<file path="config.mk">
export PLATFORM = sky130hd
export DESIGN_NAME = amp_mac
export DESIGN_NICKNAME = d
export VERILOG_FILES = /design/src/hw/rtl/assert_macros.svh /design/src/hw/rtl/amp_pkg.sv /design/src/hw/rtl/amp_mac.sv
export SDC_FILE = /design/constraint.sdc
export NUM_CORES = 2
export LEC_CHECK = 0
export BUFFER_PORTS_ARGS = -buffer_cell sky130_fd_sc_hd__buf_2
export CAP_MARGIN = 0
export CELL_PAD_IN_SITES_DETAIL_PLACEMENT = 1
export CELL_PAD_IN_SITES_GLOBAL_PLACEMENT = 2
export CORE_MARGIN = 4
export CORE_UTILIZATION = 42
export DETAILED_ROUTE_END_ITERATION = 16
export GPL_TIMING_DRIVEN = 0
export PLACE_DENSITY = 0.88
export SLEW_MARGIN = 20
export SYNTH_ARGS = -nofsm -noshare
export SYNTH_HDL_FRONTEND = slang
export SYNTH_SLANG_ARGS = --single-unit
</file>
<file path="constraint.sdc">
create_clock -name clk -period 8.63 [get_ports clk]
set_clock_uncertainty 0.05 [all_clocks]
set_input_delay 0.4315 -clock clk [delete_from_list [all_inputs] [get_ports clk]]
set_output_delay 0.4315 -clock clk [all_outputs]
set_load 0.02 [all_outputs]
</file>
<file path="src/hw/rtl/assert_macros.svh">
// assertion helpers, sampled on clk and held off during reset
`ifndef ASSERT_MACROS_SVH
`define ASSERT_MACROS_SVH

`ifndef SYNTHESIS

`define AMP_ASSERT(lbl, prop, msg) \
    lbl: assert property (@(posedge clk) disable iff (!rst_n) prop) else $error(msg);

`define AMP_ASSERT_NEVER(lbl, cond, msg) \
    lbl: assert property (@(posedge clk) disable iff (!rst_n) !(cond)) else $error(msg);

`else

`define AMP_ASSERT(lbl, prop, msg)

`define AMP_ASSERT_NEVER(lbl, cond, msg)

`endif

`endif

</file>
<file path="src/hw/rtl/amp_pkg.sv">
`timescale 1ns / 1ps

package amp_pkg;

    localparam int DATA_WIDTH = 32;
    localparam int ATT_BITS   = (DATA_WIDTH > 32) ? 32 : DATA_WIDTH;

    typedef logic signed [20:0] mval_t;
    typedef logic signed [42:0] cval_t;
    typedef logic signed [31:0] word_t;
    typedef logic signed [63:0] acc_t;
    typedef logic signed [32:0] opnd_t;

    localparam acc_t  A_MAX    = 64'sd524287;
    localparam acc_t  A_MIN    = -64'sd524288;
    localparam acc_t  ATT_MAX  = (64'sd1 <<< (ATT_BITS - 1)) - 64'sd1;
    localparam acc_t  ATT_MIN  = -(64'sd1 <<< (ATT_BITS - 1));
    localparam mval_t TWO_Q16  = 21'sd131072;
    localparam mval_t FOUR_Q16 = 21'sd262144;
    localparam word_t ONE_Q30  = 32'sh4000_0000;
    localparam word_t Q30_MAX  = 32'sh7fff_ffff;
    localparam word_t Q30_MIN  = 32'sh8000_0000;
    localparam logic [30:0] DT_RESET = 31'd6554;
    localparam logic [3:0]  LAST_ENT = 4'd8;

    typedef enum logic [2:0] {
        ST_IDLE,
        ST_ISSUE,
        ST_WAIT,
        ST_WB,
        ST_DIVS,
        ST_DIVW,
        ST_DONE
    } state_t;

    typedef enum logic [2:0] {
        PH_A,
        PH_C,
        PH_D,
        PH_X,
        PH_R
    } phase_t;

    typedef struct packed {
        logic en;
        logic clr;
        logic neg;
        logic shl;
        logic shr;
    } mac_ctl_t;

    typedef struct packed {
        logic       idle;
        logic       issue;
        logic       wb;
        logic       div_start;
        logic       p_we;
        logic       done_load;
        phase_t     phase;
        logic [3:0] ent;
        logic [2:0] term;
    } seq_ctl_t;

    typedef struct packed {
        logic [3:0] ia;
        logic [3:0] ib;
        logic       neg;
    } cof_sel_t;

    function automatic logic [1:0] ent_row(input logic [3:0] e);
        logic [1:0] r;
        case (e)
            4'd0, 4'd1, 4'd2: r = 2'd0;
            4'd3, 4'd4, 4'd5: r = 2'd1;
            4'd6, 4'd7, 4'd8: r = 2'd2;
            default:          r = 2'd0;
        endcase
        return r;
    endfunction

    function automatic logic [1:0] ent_col(input logic [3:0] e);
        logic [1:0] c;
        case (e)
            4'd0, 4'd3, 4'd6: c = 2'd0;
            4'd1, 4'd4, 4'd7: c = 2'd1;
            4'd2, 4'd5, 4'd8: c = 2'd2;
            default:          c = 2'd0;
        endcase
        return c;
    endfunction

    function automatic logic [3:0] mat_idx(input logic [1:0] r, input logic [1:0] c);
        return {r, 2'b00} - {2'b00, r} + {2'b00, c};
    endfunction

    // adjugate entry (r,q) is the cofactor of M at (q,r)
    function automatic cof_sel_t cof_term(input logic [3:0] e, input logic t);
        logic [1:0] r;
        logic [1:0] q;
        logic [1:0] ra;
        logic [1:0] rb;
        logic [1:0] cx;
        logic [1:0] cy;
        logic       s;
        cof_sel_t   sel;
        r  = ent_row(e);
        q  = ent_col(e);
        ra = (q == 2'd0) ? 2'd1 : 2'd0;
        rb = (q == 2'd2) ? 2'd1 : 2'd2;
        cx = (r == 2'd0) ? 2'd1 : 2'd0;
        cy = (r == 2'd2) ? 2'd1 : 2'd2;
        s  = r[0] ^ q[0];
        if (!t)
        begin
            sel.ia  = mat_idx(ra, cx);
            sel.ib  = mat_idx(rb, cy);
            sel.neg = s;
        end
        else
        begin
            sel.ia  = mat_idx(rb, cx);
            sel.ib  = mat_idx(ra, cy);
            sel.neg = !s;
        end
        return sel;
    endfunction

    function automatic logic [2:0] phase_last_term(input phase_t ph);
        logic [2:0] n;
        case (ph)
            PH_A:    n = 3'd0;
            PH_C:    n = 3'd1;
            PH_D:    n = 3'd5;
            PH_X:    n = 3'd5;
            PH_R:    n = 3'd2;
            default: n = 3'd0;
        endcase
        return n;
    endfunction

endpackage

</file>
<file path="src/hw/rtl/amp_mac.sv">
`timescale 1ns / 1ps

module amp_mac
    import amp_pkg::*;
(
    input  logic     clk,
    input  logic     rst_n,
    input  mac_ctl_t ctl,
    input  opnd_t    op_a,
    input  opnd_t    op_b,
    output acc_t     acc
);

    logic signed [65:0] prod_reg;
    mac_ctl_t           ctl_reg;
    acc_t               acc_reg;
    acc_t               acc_next;
    acc_t               term;
    acc_t               p64;

    always_ff @(posedge clk or negedge rst_n)
    begin
        if (!rst_n)
        begin
            ctl_reg <= '0;
        end
        else
        begin
            ctl_reg <= ctl;
        end
    end

    always_ff @(posedge clk)
    begin
        prod_reg <= op_a * op_b;
        acc_reg  <= acc_next;
    end

    always_comb
    begin
        p64 = prod_reg[63:0];
        if (ctl_reg.shl)
        begin
            term = p64 <<< 21;
        end
        else if (ctl_reg.shr)
        begin
            term = p64 >>> 30;
        end
        else
        begin
            term = p64;
        end
        if (ctl_reg.neg)
        begin
            term = -term;
        end
        if (ctl_reg.en)
        begin
            acc_next = (ctl_reg.clr ? 64'sd0 : acc_reg) + term;
        end
        else
        begin
            acc_next = acc_reg;
        end
    end

    assign acc = acc_reg;

endmodule

</file>
==> impl_metrics.csv <==
group,metric,value,unit
timing,hold_viol_final,0,
clock_network,htreeDepth,4,
floorplanning,start_util,42.3,%
worst_setup_path,critPathArrivalTime,8.71,ns
yosys,yosysMostFrequentCell,"inv_1",
place,dp_slack,-1.66,ns
worst_setup_path,worstSetupEndpointType,"flip-flop",
worst_setup_path,crit_top_cell,"fa_1",
finish,drive_above_1_share,6.74,%
finish,design_area,0.0520,sq mm
yosys,avgSynthCellArea,9.07,sq um
yosys,yosysUniqueCellTypes,79,
yosys,synthDominantCellAreaShare,46.6,%
global_routing,grt_usage,32.9,%
route,routed_wirelength,197000,um
timing,period_share,97.0,%
run_status,status,"completed",
yosys,syn_inst,5331,
floorplanning,die_w,347,um
place,globalplace.congestion,0.998,
worst_setup_path,required,8.97,ns
place,placed_cell_area,0.0510,sq mm
yosys,synth_area_leader_cell,"fa_1",
clock_network,clk_latency,0.46,ns
yosys,synth_common_cells,"1133 x inv_1, 1126 x fa_1, 657 x nand2_1",
place,dpl.hpwl,167000,um
timing,setup_ws,0.261,ns
clock_network,clock-sinks,133,
yosys,syn_nets,6806,
global_routing,grt-ovfl-total,0,
global_routing,grt_first_pass_wirelength,290000,um
yosys,yosys-top-cells-area,"fa_1 47%, inv_1 8.8%, ha_1 7.1%, and2_1 7.1%, nand2_1 5.1%",
yosys,ys_warn_count,0,
timing,worst_pin_slew,1.19,ns
worst_setup_path,crit_path_top_delay_cell,"fa_2",
worst_setup_path,startpoint,"op_b[0]",
floorplanning,die_y,347,um
clock_network,cts_root_buf,"clkbuf_16",
global_routing,grt_pass1_vias,43400,
timing,rsz0062_at_grt,"false",
route,vias,38800,
floorplanning,die_area,0.121,sq mm
clock_network,cts_inserted_buffers,17,
timing,setup_tns,0,ns
yosys,synth_edf_count,64,
worst_setup_path,slowest_delay,0.82,ns
place,port_buffers,136,
worst_setup_path,crit_family,"adder cells",
clock_network,clkTransAtPathRegs,0.08,ns
yosys,async_flop_share,3.76,%
global_routing,grt_max_degree,55,
worst_setup_path,reg2reg_from,"ctl_reg[1]$_DFF_PN0_",
timing,setup_viol,0,
timing,slew_headroom,21.0,%
timing,period_minus_slack,8.37,ns
worst_hold_path,min-delay-start,"ctl[0]",
route,wire_per_inst,28.1,um
worst_setup_path,critPathBufInv,8,
worst_hold_path,hold_path_class,"primary input to flip-flop",
yosys,synthFlopType,"edfxtp_1",
floorplanning,core,0.114,sq mm
route,drcViolationCount,0,
clock_network,cts_tree,"built",
global_routing,antenna_found_initial,14,
timing,hold_slack,0.0195,ns
yosys,synth-seq-cells,133,
floorplanning,rows,124,
worst_setup_path,critPathKind,"primary input to flip-flop",
timing,drv_slew,0,
job,max_cap_viol_count,0,
worst_setup_path,cp_max_fo,10,
route,dr.pass1.iters,5,
worst_setup_path,crit_path_start_kind,"primary input",
finish,area_growth_syn_to_layout,7.52,%
route,drt_iter0_drc,2747,
finish,final.fill_count,13400,
timing,fmax,0.119,GHz
yosys,synthesis.area,0.0484,sq mm
route,ant_nets,0,
finish,nets,6967,
clock_network,cts.path.max_buffers,2,
yosys,yosysSeqAreaShare,6.88,%
floorplanning,ioPinCount,137,
route,viasPerCell,5.53,
==> layout by cell type (no fill, tap or decap), types with 11 or more instances in the layout <==
master,instances
a21o_1,51
clkbuf_2,80
inv_1,1126
nand2b_1,29
and2_1,546
fa_1,1120
dfxtp_1,64
or2_2,11
nor2_1,114
o31ai_1,22
nor2b_1,109
xnor2_1,126
a21oi_1,179
o21bai_1,26
diode_2,12
o21ai_0,111
nor3_1,36
buf_4,13
buf_2,152
nand2_1,657
o211ai_1,11
nand3_1,39
clkbuf_4,20
ha_1,275
edfxtp_1,64
nand4_1,28
xor2_1,68
mux2i_1,40
o21a_1,14
a211oi_1,26
clkbuf_16,17
clkbuf_1,138
==> final timing paths <==
| path | slack, ns | cells past startpoint | end |
|---|---|---|---|
| hold / removal | 0.02 | 1 | ctl_reg[0]$_DFF_PN0_ |
| max in group asynchronous | 7.98 | 2 | ctl_reg[4]$_DFF_PN0_ |
| hold reg to reg | 0.65 | 0 | acc[5]$_DFFE_PP_ |
| min in group asynchronous | 0.33 | 2 | ctl_reg[1]$_DFF_PN0_ |
| setup / recovery | 0.26 | 28 | prod_reg[62]$_DFF_P_ |
| setup reg to reg | 0.70 | 28 | acc[59]$_DFFE_PP_ |
==> layer usage <==
layer  part of all wire, %  wire (um)  vias up  track usage (%)
met5                 0.017         34        -                0
met4                   7.5      14900        6             19.4
met3                   8.8      17500      532             7.51
met2                    46      90300     1792             53.3
met1                    38      74700    20200             40.4
li1                      -          -    16300                -
==> stage by stage <==
step           util [%]  cells
2_1_floorplan         -   5331
3_3_place_gp       44.5   6979
6_report           45.5   7029
4_1_cts            45.3   7020
3_5_place_dp       44.6   6981
5_1_grt            45.5   7017
==> cell families (layout without fill, tap and decap cells) <==
logic type | Yosys count | in the layout | share of synthesized area, %
xor gates and xnor gates | 194 | 194 | 3.51
muxes | 40 | 40 | 0.828
adders and majority gates | 1402 | 1402 | 53.7
buffers and inverters | 1412 | 1586 | 11.1
AOI/OAI and AO/OA | 536 | 536 | 7.01
other | 0 | 12 | 0
and+or+nand+nor | 1614 | 1614 | 16.9
DFF | 133 | 133 | 6.88
==> area by class of cell <==
cell class / instances / area, sq um / share of cell area, %
Clock inverter: 15 / 158 / 0.303
Sequential cell: 133 / 3330 / 6.41
Inverter: 1133 / 4260 / 8.19
Buffer: 274 / 1330 / 2.55
Antenna cell: 12 / 30.0 / 0.0577
Tap cell: 1512 / 1890 / 3.64
Clock buffer: 17 / 425 / 0.818
Timing Repair Buffer: 147 / 801 / 1.54
Multi-Input combinational cell: 3786 / 39800 / 76.5
==> timing repair <==
action,CTS,global route
setup endpoints to repair,22,21
hold buffers,1,0
resized for setup,109,119
endpoints found under the hold margin,5,0
buffers inserted,6,2
pin swaps,2,4
cloned,0,0
Power is left out: the tool's default activity adds up to more than one toggle a clock period on the data nets, which glitch-free logic cannot reach.
