==> config.mk <==
export PLATFORM = sky130hd
export DESIGN_NAME = amp_div
export DESIGN_NICKNAME = d
export VERILOG_FILES = /design/src/hw/rtl/assert_macros.svh /design/src/hw/rtl/amp_pkg.sv /design/src/hw/rtl/amp_div.sv
export SDC_FILE = /design/constraint.sdc
export NUM_CORES = 1
export LEC_CHECK = 0
export BUFFER_PORTS_ARGS = -buffer_cell sky130_fd_sc_hd__buf_2
export CELL_PAD_IN_SITES_DETAIL_PLACEMENT = 1
export CELL_PAD_IN_SITES_GLOBAL_PLACEMENT = 2
export CORE_MARGIN = 4
export CORE_UTILIZATION = 37
export DETAILED_ROUTE_END_ITERATION = 6
export PLACE_DENSITY_LB_ADDON = 0.15
export SLEW_MARGIN = 20
export SYNTH_ARGS = -nofsm -noshare
export SYNTH_HDL_FRONTEND = slang
export SYNTH_SLANG_ARGS = --single-unit
==> constraint.sdc <==
create_clock -name clk -period 3.9 [get_ports clk]
set_clock_uncertainty 0.15 [all_clocks]
set_input_delay 0.78 -clock clk [delete_from_list [all_inputs] [get_ports clk]]
set_output_delay 0.78 -clock clk [all_outputs]
set_load 0.02 [all_outputs]
==> src/hw/rtl/assert_macros.svh <==
// assertion helpers, sampled on clk and held off during reset
`ifndef ASSERT_MACROS_SVH
`define ASSERT_MACROS_SVH

`ifndef SYNTHESIS

`define AMP_ASSERT(lbl, prop, msg) \
    lbl: assert property (@(posedge clk) disable iff (!rst_n) prop) else $error(msg);

`define AMP_ASSERT_NEVER(lbl, cond, msg) \
    lbl: assert property (@(posedge clk) disable iff (!rst_n) !(cond)) else $error(msg);

`else

`define AMP_ASSERT(lbl, prop, msg)

`define AMP_ASSERT_NEVER(lbl, cond, msg)

`endif

`endif

==> src/hw/rtl/amp_pkg.sv <==
`timescale 1ns / 1ps

package amp_pkg;

    localparam int DATA_WIDTH = 32;
    localparam int ATT_BITS   = (DATA_WIDTH > 32) ? 32 : DATA_WIDTH;

    typedef logic signed [20:0] mval_t;
    typedef logic signed [42:0] cval_t;
    typedef logic signed [31:0] word_t;
    typedef logic signed [63:0] acc_t;
    typedef logic signed [32:0] opnd_t;

    localparam acc_t  A_MAX    = 64'sd524287;
    localparam acc_t  A_MIN    = -64'sd524288;
    localparam acc_t  ATT_MAX  = (64'sd1 <<< (ATT_BITS - 1)) - 64'sd1;
    localparam acc_t  ATT_MIN  = -(64'sd1 <<< (ATT_BITS - 1));
    localparam mval_t TWO_Q16  = 21'sd131072;
    localparam mval_t FOUR_Q16 = 21'sd262144;
    localparam word_t ONE_Q30  = 32'sh4000_0000;
    localparam word_t Q30_MAX  = 32'sh7fff_ffff;
    localparam word_t Q30_MIN  = 32'sh8000_0000;
    localparam logic [30:0] DT_RESET = 31'd6554;
    localparam logic [3:0]  LAST_ENT = 4'd8;

    typedef enum logic [2:0] {
        ST_IDLE,
        ST_ISSUE,
        ST_WAIT,
        ST_WB,
        ST_DIVS,
        ST_DIVW,
        ST_DONE
    } state_t;

    typedef enum logic [2:0] {
        PH_A,
        PH_C,
        PH_D,
        PH_X,
        PH_R
    } phase_t;

    typedef struct packed {
        logic en;
        logic clr;
        logic neg;
        logic shl;
        logic shr;
    } mac_ctl_t;

    typedef struct packed {
        logic       idle;
        logic       issue;
        logic       wb;
        logic       div_start;
        logic       p_we;
        logic       done_load;
        phase_t     phase;
        logic [3:0] ent;
        logic [2:0] term;
    } seq_ctl_t;

    typedef struct packed {
        logic [3:0] ia;
        logic [3:0] ib;
        logic       neg;
    } cof_sel_t;

    function automatic logic [1:0] ent_row(input logic [3:0] e);
        logic [1:0] r;
        case (e)
            4'd0, 4'd1, 4'd2: r = 2'd0;
            4'd3, 4'd4, 4'd5: r = 2'd1;
            4'd6, 4'd7, 4'd8: r = 2'd2;
            default:          r = 2'd0;
        endcase
        return r;
    endfunction

    function automatic logic [1:0] ent_col(input logic [3:0] e);
        logic [1:0] c;
        case (e)
            4'd0, 4'd3, 4'd6: c = 2'd0;
            4'd1, 4'd4, 4'd7: c = 2'd1;
            4'd2, 4'd5, 4'd8: c = 2'd2;
            default:          c = 2'd0;
        endcase
        return c;
    endfunction

    function automatic logic [3:0] mat_idx(input logic [1:0] r, input logic [1:0] c);
        return {r, 2'b00} - {2'b00, r} + {2'b00, c};
    endfunction

    // adjugate entry (r,q) is the cofactor of M at (q,r)
    function automatic cof_sel_t cof_term(input logic [3:0] e, input logic t);
        logic [1:0] r;
        logic [1:0] q;
        logic [1:0] ra;
        logic [1:0] rb;
        logic [1:0] cx;
        logic [1:0] cy;
        logic       s;
        cof_sel_t   sel;
        r  = ent_row(e);
        q  = ent_col(e);
        ra = (q == 2'd0) ? 2'd1 : 2'd0;
        rb = (q == 2'd2) ? 2'd1 : 2'd2;
        cx = (r == 2'd0) ? 2'd1 : 2'd0;
        cy = (r == 2'd2) ? 2'd1 : 2'd2;
        s  = r[0] ^ q[0];
        if (!t)
        begin
            sel.ia  = mat_idx(ra, cx);
            sel.ib  = mat_idx(rb, cy);
            sel.neg = s;
        end
        else
        begin
            sel.ia  = mat_idx(rb, cx);
            sel.ib  = mat_idx(ra, cy);
            sel.neg = !s;
        end
        return sel;
    endfunction

    function automatic logic [2:0] phase_last_term(input phase_t ph);
        logic [2:0] n;
        case (ph)
            PH_A:    n = 3'd0;
            PH_C:    n = 3'd1;
            PH_D:    n = 3'd5;
            PH_X:    n = 3'd5;
            PH_R:    n = 3'd2;
            default: n = 3'd0;
        endcase
        return n;
    endfunction

endpackage

==> src/hw/rtl/amp_div.sv <==
`timescale 1ns / 1ps

module amp_div
    import amp_pkg::*;
(
    input  logic  clk,
    input  logic  rst_n,
    input  logic  start,
    input  acc_t  num,
    input  acc_t  den,
    output logic  busy,
    output word_t quo
);

    logic        busy_reg;
    logic        busy_next;
    logic [4:0]  cnt_reg;
    logic [4:0]  cnt_next;
    logic [63:0] rem_reg;
    logic [63:0] den_reg;
    logic [30:0] mag_reg;
    logic        neg_reg;
    logic        sat_reg;
    logic [63:0] ux;
    logic [63:0] ud;
    logic        ge;
    logic [63:0] r2;

    assign ux = num[63] ? 64'(-num) : 64'(num);
    assign ud = den[63] ? 64'(-den) : 64'(den);
    assign ge = rem_reg >= den_reg;
    assign r2 = ge ? (rem_reg - den_reg) : rem_reg;

    always_comb
    begin
        busy_next = busy_reg;
        cnt_next  = cnt_reg;
        if (start)
        begin
            // quotient of two or more saturates at once
            busy_next = !({1'b0, ux} >= {ud, 1'b0});
            cnt_next  = 5'd31;
        end
        else if (busy_reg)
        begin
            cnt_next = cnt_reg - 5'd1;
            if (cnt_reg == 5'd1)
            begin
                busy_next = 1'b0;
            end
        end
    end

    always_ff @(posedge clk or negedge rst_n)
    begin
        if (!rst_n)
        begin
            busy_reg <= 1'b0;
            cnt_reg  <= '0;
        end
        else
        begin
            busy_reg <= busy_next;
            cnt_reg  <= cnt_next;
        end
    end

    always_ff @(posedge clk)
    begin
        if (start)
        begin
            rem_reg <= ux;
            den_reg <= ud;
            mag_reg <= '0;
            neg_reg <= num[63] ^ den[63];
            sat_reg <= {1'b0, ux} >= {ud, 1'b0};
        end
        else if (busy_reg)
        begin
            rem_reg <= {r2[62:0], 1'b0};
            mag_reg <= {mag_reg[29:0], ge};
        end
    end

    always_comb
    begin
        if (sat_reg)
        begin
            quo = neg_reg ? Q30_MIN : Q30_MAX;
        end
        else
        begin
            quo = neg_reg ? -$signed({1'b0, mag_reg}) : $signed({1'b0, mag_reg});
        end
    end

    assign busy = busy_reg;

endmodule

==> flow_metrics.tcl <==
set metrics [dict create \
    clk_latency_ns 0.46 \
    hpwlAfterDp_um 48500 \
    gp_congestion 0.886 \
    layout_min_cycle_time_ns 5.24 \
    crit_path_start "den[11]" \
    multi_input_area_sq_um 11100 \
    yosysTopAreaCell "edfxtp_1" \
    synth_area_sq_um 15900 \
    ys_types 78 \
    synth_edf_count 130 \
    drt_drc_violations_left 0 \
    post-synth-top-count-cell "nor2_1" \
    antenna_found_initial 2 \
    clk_pin_slew_ns 0.08 \
    drv_cap 0 \
    numCtsBuffers 17 \
    grtUsageTotal_pct 25.2 \
    critPathLaunchType "input pin" \
    rows 75 \
    initial_utilization_pct 37.7 \
    worstSetupPathType "in -> reg" \
    cts-htree-levels 4 \
    clockBufferDepth 2 \
    io_pins 164 \
    grt_max_degree 117 \
    cp.arrival_ns 5.30 \
    synthTopCellsByArea "edfxtp_1 25%, ha_1 10%, a21oi_1 5.3%, xor2_1 5.1%, xnor2_1 4.8%" \
    leakagePower_nw 10.0 \
    num_vias 16400 \
    synth_seq_area_share_pct 29.3 \
    timing.rr.end "rem_reg[62]" \
    n_fill_cell 5048 \
    ir_drop_uv 348 \
    crit_required_ns 3.97 \
    synth_cells 1922 \
    final_hold_viol_count 0 \
    avgSynthCellArea_sq_um 8.29 \
    viasPerCell 5.44 \
    die_x_um 216 \
    place_ws_ns -1.97 \
    outcome "complete, but fails checks" \
    power_per_cell_area_nw_per_um2 519 \
    critical_path.endpoint "sat_reg" \
    dieArea_sq_um 46400 \
    seq_area_sq_um 4690 \
    r2r_cells 12 \
    yosysWarnings 0 \
    fp.dieH_um 216 \
    finalCritPeriodShare_pct 134 \
    max_slew_margin_pct 43.1 \
    fmax_mhz 191 \
    drtIter0Drc 1034 \
    layout_setup_ws_ns -1.34 \
    core_sq_um 42200 \
    cp-end-kind "flop" \
    syn_nets 2186 \
    grt_pass1_vias 17000 \
    clock_sinks 167 \
    dominantRegCellSynth "edfxtp_1" \
    drive_gt1_share_pct 33.1 \
    grt_pass1_wl_um 94500 \
    io_buffers 163 \
    r2r_start "rem_reg[3]" \
    cts-root-buf "clkbuf_16" \
    synth_common_cells "178 x nor2_1, 168 x a21oi_1, 156 x inv_1" \
    hold_class "reg -> reg" \
    crit_fanout 3 \
    finalSetupViolations 22 \
    worst_pin_slew_ns 0.853 \
    ant_nets 0 \
    grt_overflow 0 \
    violations "setup timing" \
    drtPass1Iterations 5 \
    nets 2729 \
    rsz0062_at_grt "true" \
    synthToLayoutAreaGrowth_pct 38.7 \
    wl_um 59600 \
    r2r_slack_ns 0.09 \
    wire_per_inst_um 19.7 \
    ys_seq_elements 167 \
    cts_tree "done" \
    async_flop_share_pct 3.59 \
    drv_slew 0 \
    synth_top_area_share_pct 24.5 \
    finish.utilization_pct 52.3 \
]
-- critical path, cell delays in order --
cell,delay (ns)
buf_6,0.09
or4_4,0.53
or4_4,0.45
or4_4,0.59
or4_4,0.44
or3_4,0.40
or3_4,0.40
buf_6,0.14
o41ai_4,0.23
xor2_1,0.26
ha_1,0.28
nand4_1,0.09
nor2_2,0.06
a21oi_1,0.15
a21o_1,0.15
o31ai_2,0.06
buf_4,0.17
-- layer usage --
| layer | vias up | routed length (um) | GRT usage (%) | part of all wire [%] |
|---|---|---|---|---|
| met4 | 0 | 632 | 4.62 | 1.1 |
| met5 | - | 0 | 0 | 0 |
| li1 | 8085 | - | - | - |
| met3 | 42 | 2490 | 2.76 | 4.2 |
| met2 | 352 | 25500 | 38.2 | 43 |
| met1 | 7930 | 30900 | 39.0 | 52 |
-- stage by stage --
stage                     setup TNS, ns  total power (W)  hold slack [ns]  instance area [sq um]  instances
final                             -5.50           0.0115            0.392                  22100       3019
after CTS                         -5.81           0.0113            0.395                  21700       3008
after global routing              -7.82           0.0123            0.424                  22100       3019
after detailed placement         -20.13          0.00927            0.385                  20400       2950
after floorplan                   -7.12          0.00668            0.331                  16100       1922
after global placement           -18.24          0.00909            0.355                  20400       2950
-- worst min-delay path by stage --
stage | start | to | slack (ns) | depth (start not counted)
2_1_floorplan | rst_n | busy | 0.33 | 0
3_3_place_gp | cnt_reg[4] | cnt_reg[4] | 0.35 | 2
3_5_place_dp | mag_reg[29] | mag_reg[29] | 0.38 | 2
4_1_cts | mag_reg[29] | mag_reg[30] | 0.39 | 2
5_1_grt | mag_reg[29] | mag_reg[30] | 0.42 | 2
6_report | mag_reg[29] | mag_reg[30] | 0.39 | 2
-- power breakdown --
part | total (W) | leakage (nW) | switching [W] | internal [W]
clock network | 0.00173 | 0.283 | 0.000874 | 0.000859
registers | 0.00259 | 1.60 | 0.000207 | 0.00238
logic | 0.00716 | 8.12 | 0.00404 | 0.00312
-- logic make-up after synthesis --
family / synth area share [%]
and+or+nand+nor: 17.9
DFF: 29.3
xor gates and xnor gates: 9.95
AOI/OAI and AO/OA: 23.2
muxes: 3.35
buffers and inverters: 5.76
adders and majority gates: 10.5
-- final cells by class --
cell class	instances	area share (%)
clock buffer	17	1.92
timing repair buffer	611	20.0
clock inverter	15	0.713
antenna	2	0.0226
tap	539	3.05
inverter	157	2.67
sequential	167	21.2
multi-input combinational	1511	50.4
-- cells in the final DEF, fill, tap and decap left out, types with 14 or more instances in the layout --
master       n
nor2_1     169
or3_4       17
a21oi_1    163
o211ai_1    16
or4_1       15
a21o_1      59
o21a_1      31
mux2i_1     42
o21bai_1    14
o41ai_1     18
dfxtp_1     25
inv_1      151
buf_4      432
xnor2_1     76
nor2b_1     19
nand4_1     30
or4_4       15
nand2_1    121
edfxtp_1   130
ha_1       123
clkbuf_16   17
o21ai_1     17
buf_6       26
xor2_1      88
or3_1       21
buf_2      143
nor3_1      38
a211oi_1    14
o21ai_0    114
o31ai_1     27
-- what timing repair did --
| item | CTS | global route |
|---|---|---|
| setup endpoints to repair | 48 | 86 |
| gates resized for setup | 120 | 92 |
| endpoints found under the hold margin | 6 | 0 |
| pin swaps | 37 | 36 |
| hold buffers | 1 | 0 |
| buffers inserted | 27 | 18 |
Note: power is estimated with default switching activity, not from simulation.
