--- config.mk ---
export PLATFORM = sky130hd
export DESIGN_NAME = amp_seq
export DESIGN_NICKNAME = d
export VERILOG_FILES = /design/src/hw/rtl/assert_macros.svh /design/src/hw/rtl/amp_pkg.sv /design/src/hw/rtl/amp_seq.sv
export SDC_FILE = /design/constraint.sdc
export NUM_CORES = 1
export LEC_CHECK = 0
export BUFFER_PORTS_ARGS = -buffer_cell sky130_fd_sc_hd__buf_2
export CAP_MARGIN = 15
export CELL_PAD_IN_SITES_DETAIL_PLACEMENT = 0
export CELL_PAD_IN_SITES_GLOBAL_PLACEMENT = 2
export CORE_MARGIN = 4
export CORE_UTILIZATION = 34
export DETAILED_ROUTE_END_ITERATION = 10
export GPL_ROUTABILITY_DRIVEN = 0
export GPL_TIMING_DRIVEN = 0
export PLACE_DENSITY_LB_ADDON = 0.12
export RECOVER_POWER = 50
export SYNTH_ARGS = -nofsm -noshare
export SYNTH_HDL_FRONTEND = slang
export SYNTH_SLANG_ARGS = --single-unit
--- constraint.sdc ---
create_clock -name clk -period 3.91 [get_ports clk]
set_input_delay 0.782 -clock clk [delete_from_list [all_inputs] [get_ports clk]]
set_output_delay 0.782 -clock clk [all_outputs]
set_load 0.01 [all_outputs]
--- src/hw/rtl/assert_macros.svh ---
// assertion helpers, sampled on clk and held off during reset
`ifndef ASSERT_MACROS_SVH
`define ASSERT_MACROS_SVH

`ifndef SYNTHESIS

`define AMP_ASSERT(lbl, prop, msg) \
    lbl: assert property (@(posedge clk) disable iff (!rst_n) prop) else $error(msg);

`define AMP_ASSERT_NEVER(lbl, cond, msg) \
    lbl: assert property (@(posedge clk) disable iff (!rst_n) !(cond)) else $error(msg);

`else

`define AMP_ASSERT(lbl, prop, msg)

`define AMP_ASSERT_NEVER(lbl, cond, msg)

`endif

`endif

--- src/hw/rtl/amp_pkg.sv ---
`timescale 1ns / 1ps

package amp_pkg;

    localparam int DATA_WIDTH = 32;
    localparam int ATT_BITS   = (DATA_WIDTH > 32) ? 32 : DATA_WIDTH;

    typedef logic signed [20:0] mval_t;
    typedef logic signed [42:0] cval_t;
    typedef logic signed [31:0] word_t;
    typedef logic signed [63:0] acc_t;
    typedef logic signed [32:0] opnd_t;

    localparam acc_t  A_MAX    = 64'sd524287;
    localparam acc_t  A_MIN    = -64'sd524288;
    localparam acc_t  ATT_MAX  = (64'sd1 <<< (ATT_BITS - 1)) - 64'sd1;
    localparam acc_t  ATT_MIN  = -(64'sd1 <<< (ATT_BITS - 1));
    localparam mval_t TWO_Q16  = 21'sd131072;
    localparam mval_t FOUR_Q16 = 21'sd262144;
    localparam word_t ONE_Q30  = 32'sh4000_0000;
    localparam word_t Q30_MAX  = 32'sh7fff_ffff;
    localparam word_t Q30_MIN  = 32'sh8000_0000;
    localparam logic [30:0] DT_RESET = 31'd6554;
    localparam logic [3:0]  LAST_ENT = 4'd8;

    typedef enum logic [2:0] {
        ST_IDLE,
        ST_ISSUE,
        ST_WAIT,
        ST_WB,
        ST_DIVS,
        ST_DIVW,
        ST_DONE
    } state_t;

    typedef enum logic [2:0] {
        PH_A,
        PH_C,
        PH_D,
        PH_X,
        PH_R
    } phase_t;

    typedef struct packed {
        logic en;
        logic clr;
        logic neg;
        logic shl;
        logic shr;
    } mac_ctl_t;

    typedef struct packed {
        logic       idle;
        logic       issue;
        logic       wb;
        logic       div_start;
        logic       p_we;
        logic       done_load;
        phase_t     phase;
        logic [3:0] ent;
        logic [2:0] term;
    } seq_ctl_t;

    typedef struct packed {
        logic [3:0] ia;
        logic [3:0] ib;
        logic       neg;
    } cof_sel_t;

    function automatic logic [1:0] ent_row(input logic [3:0] e);
        logic [1:0] r;
        case (e)
            4'd0, 4'd1, 4'd2: r = 2'd0;
            4'd3, 4'd4, 4'd5: r = 2'd1;
            4'd6, 4'd7, 4'd8: r = 2'd2;
            default:          r = 2'd0;
        endcase
        return r;
    endfunction

    function automatic logic [1:0] ent_col(input logic [3:0] e);
        logic [1:0] c;
        case (e)
            4'd0, 4'd3, 4'd6: c = 2'd0;
            4'd1, 4'd4, 4'd7: c = 2'd1;
            4'd2, 4'd5, 4'd8: c = 2'd2;
            default:          c = 2'd0;
        endcase
        return c;
    endfunction

    function automatic logic [3:0] mat_idx(input logic [1:0] r, input logic [1:0] c);
        return {r, 2'b00} - {2'b00, r} + {2'b00, c};
    endfunction

    // adjugate entry (r,q) is the cofactor of M at (q,r)
    function automatic cof_sel_t cof_term(input logic [3:0] e, input logic t);
        logic [1:0] r;
        logic [1:0] q;
        logic [1:0] ra;
        logic [1:0] rb;
        logic [1:0] cx;
        logic [1:0] cy;
        logic       s;
        cof_sel_t   sel;
        r  = ent_row(e);
        q  = ent_col(e);
        ra = (q == 2'd0) ? 2'd1 : 2'd0;
        rb = (q == 2'd2) ? 2'd1 : 2'd2;
        cx = (r == 2'd0) ? 2'd1 : 2'd0;
        cy = (r == 2'd2) ? 2'd1 : 2'd2;
        s  = r[0] ^ q[0];
        if (!t)
        begin
            sel.ia  = mat_idx(ra, cx);
            sel.ib  = mat_idx(rb, cy);
            sel.neg = s;
        end
        else
        begin
            sel.ia  = mat_idx(rb, cx);
            sel.ib  = mat_idx(ra, cy);
            sel.neg = !s;
        end
        return sel;
    endfunction

    function automatic logic [2:0] phase_last_term(input phase_t ph);
        logic [2:0] n;
        case (ph)
            PH_A:    n = 3'd0;
            PH_C:    n = 3'd1;
            PH_D:    n = 3'd5;
            PH_X:    n = 3'd5;
            PH_R:    n = 3'd2;
            default: n = 3'd0;
        endcase
        return n;
    endfunction

endpackage

--- src/hw/rtl/amp_seq.sv ---
`timescale 1ns / 1ps

module amp_seq
    import amp_pkg::*;
(
    input  logic     clk,
    input  logic     rst_n,
    input  logic     in_fire,
    input  logic     div_busy,
    input  logic     det_zero,
    input  logic     out_free,
    output seq_ctl_t ctl
);

    state_t     state_reg;
    state_t     state_next;
    phase_t     phase_reg;
    phase_t     phase_next;
    logic [3:0] ent_reg;
    logic [3:0] ent_next;
    logic [2:0] term_reg;
    logic [2:0] term_next;

    always_ff @(posedge clk or negedge rst_n)
    begin
        if (!rst_n)
        begin
            state_reg <= ST_IDLE;
            phase_reg <= PH_A;
            ent_reg   <= '0;
            term_reg  <= '0;
        end
        else
        begin
            state_reg <= state_next;
            phase_reg <= phase_next;
            ent_reg   <= ent_next;
            term_reg  <= term_next;
        end
    end

    always_comb
    begin
        state_next = state_reg;
        phase_next = phase_reg;
        ent_next   = ent_reg;
        term_next  = term_reg;
        case (state_reg)
            ST_IDLE:
            begin
                if (in_fire)
                begin
                    state_next = ST_ISSUE;
                    phase_next = PH_A;
                    ent_next   = '0;
                    term_next  = '0;
                end
            end
            ST_ISSUE:
            begin
                if (term_reg == phase_last_term(phase_reg))
                begin
                    state_next = ST_WAIT;
                    term_next  = '0;
                end
                else
                begin
                    term_next = term_reg + 3'd1;
                end
            end
            ST_WAIT:
            begin
                state_next = ST_WB;
            end
            ST_WB:
            begin
                case (phase_reg)
                    PH_X:
                    begin
                        state_next = ST_DIVS;
                    end
                    PH_D:
                    begin
                        if (det_zero)
                        begin
                            state_next = ST_DONE;
                        end
                        else
                        begin
                            state_next = ST_ISSUE;
                            phase_next = PH_X;
                            ent_next   = '0;
                        end
                    end
                    default:
                    begin
                        if (ent_reg != LAST_ENT)
                        begin
                            state_next = ST_ISSUE;
                            ent_next   = ent_reg + 4'd1;
                        end
                        else
                        begin
                            ent_next = '0;
                            case (phase_reg)
                                PH_A:
                                begin
                                    state_next = ST_ISSUE;
                                    phase_next = PH_C;
                                end
                                PH_C:
                                begin
                                    state_next = ST_ISSUE;
                                    phase_next = PH_D;
                                end
                                default:
                                begin
                                    state_next = ST_DONE;
                                end
                            endcase
                        end
                    end
                endcase
            end
            ST_DIVS:
            begin
                state_next = ST_DIVW;
            end
            ST_DIVW:
            begin
                if (!div_busy)
                begin
                    state_next = ST_ISSUE;
                    if (ent_reg == LAST_ENT)
                    begin
                        phase_next = PH_R;
                        ent_next   = '0;
                    end
                    else
                    begin
                        ent_next = ent_reg + 4'd1;
                    end
                end
            end
            ST_DONE:
            begin
                if (out_free)
                begin
                    state_next = ST_IDLE;
                end
            end
            default:
            begin
                state_next = ST_IDLE;
            end
        endcase
    end

    always_comb
    begin
        ctl.idle      = state_reg == ST_IDLE;
        ctl.issue     = state_reg == ST_ISSUE;
        ctl.wb        = state_reg == ST_WB;
        ctl.div_start = state_reg == ST_DIVS;
        ctl.p_we      = (state_reg == ST_DIVW) && !div_busy;
        ctl.done_load = (state_reg == ST_DONE) && out_free;
        ctl.phase     = phase_reg;
        ctl.ent       = ent_reg;
        ctl.term      = term_reg;
    end

endmodule

==> metrics.md <==
| Metric | Value |
|---|---|
| Static leakage | 0.452 nW |
| Remaining DRCs | 0 |
| Place WS | 1.83 ns |
| Post-synth ARST share | 1.00 |
| Top Ports | 22 |
| Initial Util | 0.365 |
| RSZ-0062 raised after global routing | no |
| 1st-pass router iterations | 4 |
| Synthesized area per cell | 9.38 um2 |
| Top Metal Used | met4 |
| Synthesized net count | 108 |
| Comb power frac | 0.042 |
| Num rows | 18 |
| Max Buffers Root-to-Sink | 2 |
| Reg2reg path depth | 6 |
| Sequential area share after synthesis | 0.350 |
| TNS Setup | 0 ns |
| Top FF cell, synth | dfrtp_1 |
| CP required | 3.13 ns |
| # port buffers | 21 |
| CTS Sinks | 13 |
| Crit end category | output pin |
| Worst r2r dst | state_reg[2]$_DFFE_PN0P_ |
| Post-cts sizing count | 0 |
| Final Setup Violations | 0 |
| Cells after synthesis | slightly below 100 |
| TritonCTS clock tree | done |
| Initial antenna violation count | 0 |
| Critical path cell sequence | buf_2, clkbuf_1, and4b_1, buf_2 |
| Die ar. | 3630 um2 |
| YS warnings | 0 |
| Post-synth top cells | dfrtp_1, nand2_1, o21ai_0, nor3b_1 |
| Kind of start point of the critical path | flop |
| Iter 0 DRT Violations | 24 |
| Post-synth EDFFs | 0 |
| Post-cts hold buffer count | 0 |
| Synth top area cells | dfrtp_1, nor3b_1, ha_1, o21ai_0, mux2i_1 |
| P&R area growth vs syn | 17.1% |
| Status | completed |
| Synthesized area | 928 um2 |
| # diodes | 0 |
| Final setup margin | 1.67 ns |
| Int Power | between 0.15 and 0.2 mW |
| Crit path launch | state_reg[2]$_DFFE_PN0P_ |
| Die Ht | 60.3 um |
| Max Cap Viol | 0 |
| Worst Skew | 0.00327 ns |
| CP bufs+invs | 3 |
| First-pass GRT wire length | 3.77 mm |
| Clock Root Buffer | clkbuf_4 |
| Yosys reg bits | 13 |
| Total wire length | roughly 2.3 mm |
| Layout cell share with drive strength beyond 1 | 0.210 |
| Die W | 60.3 um |
| Cell taking the most area after synthesis | dfrtp_1 |
| CP endpoint | ctl[10] |
| Crit-path slowest cell | dfrtp_1 |
| Sw Pwr | about 0.050 mW |
| Crit Path Class | reg2out |
| Layout Nets | between 100 and 150 |
| Core Region | 2540 um2 |
| Slew headroom | 0.484 |
| Critical path's most frequent cell | buf_2 |
| R2R Setup Slk | 1.91 ns |
| Final-report max-slew violation count | 0 |
| Fillers | 275 |
| CTS buffer count | 3 |
| DRT antenna net count | 0 |
| DR WL met3 | around 120 um |
| Avg Vias per Cell | 5.35 |
| Setup bufs post-CTS | 0 |
| Largest net degree at the start of global routing | 14 |
| Metal2 WL | roughly 930 um |
| Maximum clock rate | between 400 and 500 MHz |
| Vias in the first global route | 755 |
| Worst path depth | 4 |
| Share of total power in sequential cells | 0.590 |
| Kind of cell adding the most delay to the critical path | buffers and inverters |
| DR WL/cell | 14.7 um |
| Largest stage delay, worst path | 0.32 ns |
| Top-area cell type share of the netlist area | 0.350 |
| Worst path arrival time | 1.45 ns |
| CTS clock-pin slew for the worst setup and hold paths | 0.09 ns |
| R2r startpoint | phase_reg[2]$_DFFE_PN0P_ |
| Max reg flops | 4 |
| Total Power | around 0.23 mW |
| Synth cell types | 39 |
| Skew-Pair Late Insertion Delay | 0.27 ns |
| Post-route minimum period | around 2.2 ns |
| Switching Fraction | 0.221 |
| Crit path max fanout | 10 |
| GRT Overall Usage | 0.141 |
| Fin. Hold Viols | 0 |
| HP Class | in2async |
| Worst-margin pin slew | 0.774 ns |
| Total congestion overflow | 0 |
| Cell Pwr Density | 210 nW/um2 |
| Post-DP HPWL | around 1.7 mm |
| VDD IR-drop max | 0.104 mV |
| Tcrit/Tclk final | 0.572 |
| Via Count | 824 |
| Clock power share | 0.368 |
| Most frequent cell after synthesis | dfrtp_1 |
| H-tree depth | 1 |
| WL met1 | 1.20 mm |
[layer usage]
metal	up-vias	global-route usage
met5	-	0
met4	0	0.0475
met3	2	0.0259
met2	21	0.190
met1	382	0.218
li1	419	-
[per-stage QoR]
stage,hold slack (ns),util,std cells,cell area (um2)
final,0.555,0.427,154,1090
after global routing,0.602,0.427,154,1090
after detailed placement,0.553,0.421,150,1070
after global placement,0.548,0.421,150,1070
after CTS,0.389,0.431,154,1100
after floorplan,0.486,-,99,928
[cell usage in the layout, fill, tap and decap left out, drive strengths merged, types with 2 or more instances in the layout]
cell type / count
nand4: 2
mux2i: 3
nand4bb: 2
o31ai: 2
and4b: 2
o21ai: 9
nand2b: 3
o22a: 3
a21oi: 5
nor2: 5
inv: 4
a22o: 2
buf: 16
nor3: 6
nor3b: 7
dfrtp: 13
clkbuf: 14
ha: 3
nand2: 7
[worst min-delay path by stage]
| stage | cells past startpoint | end | slack [ns] |
|---|---|---|---|
| finish | 1 | phase_reg[0]$_DFFE_PN0P_ | 0.56 |
| global route | 1 | phase_reg[0]$_DFFE_PN0P_ | 0.60 |
| floorplan | 0 | ent_reg[0]$_DFFE_PN0P_ | 0.49 |
| detailed placement | 1 | ent_reg[0]$_DFFE_PN0P_ | 0.55 |
| global placement | 2 | ent_reg[1]$_DFFE_PN0P_ | 0.55 |
| CTS | 1 | phase_reg[0]$_DFFE_PN0P_ | 0.39 |
[worst reg2reg max path, delay by kind of cell, from the launching register on]
kind	cells	cell delay, ns
simple gates	2	0.23
compound gates	3	0.88
buf+inv	1	0.36
flops	1	0.42
[layout make-up]
| cell class | instances | area [um2] | area share |
|---|---|---|---|
| plain buffers | 5 | 23.8 | 0.0219 |
| clock buffers | 4 | 26.3 | 0.0242 |
| inverters | 4 | 15.0 | 0.0138 |
| multi-input cells | 77 | 563 | 0.518 |
| flip-flops and latches | 13 | 325 | 0.299 |
| well taps | 30 | 37.5 | 0.0345 |
| repair buffers | 21 | 96.3 | 0.0886 |
[cells by family (layout without fill, tap and decap cells)]
group | count (synthesis) | after routing | share of synthesized area
xor gates and xnor gates | 1 | 1 | 0.00944
adders and majority gates | 3 | 3 | 0.0404
DFF | 13 | 13 | 0.350
and+or+nand+nor | 42 | 42 | 0.301
AOI/OAI and AO/OA | 27 | 27 | 0.212
buffers and inverters | 9 | 34 | 0.0431
muxes | 4 | 4 | 0.0445
[power by group through the flow]
stage	sequential, mW	clock, mW	combinational, mW
after floorplan	0.137	0	0.00294
after global placement	0.137	0	0.00980
after detailed placement	0.137	0	0.00981
after CTS	0.134	0.0886	0.00988
after global routing	0.134	0.0940	0.0110
final	0.134	0.0839	0.00950
No activity file was read; power rests on OpenSTA's default activity.
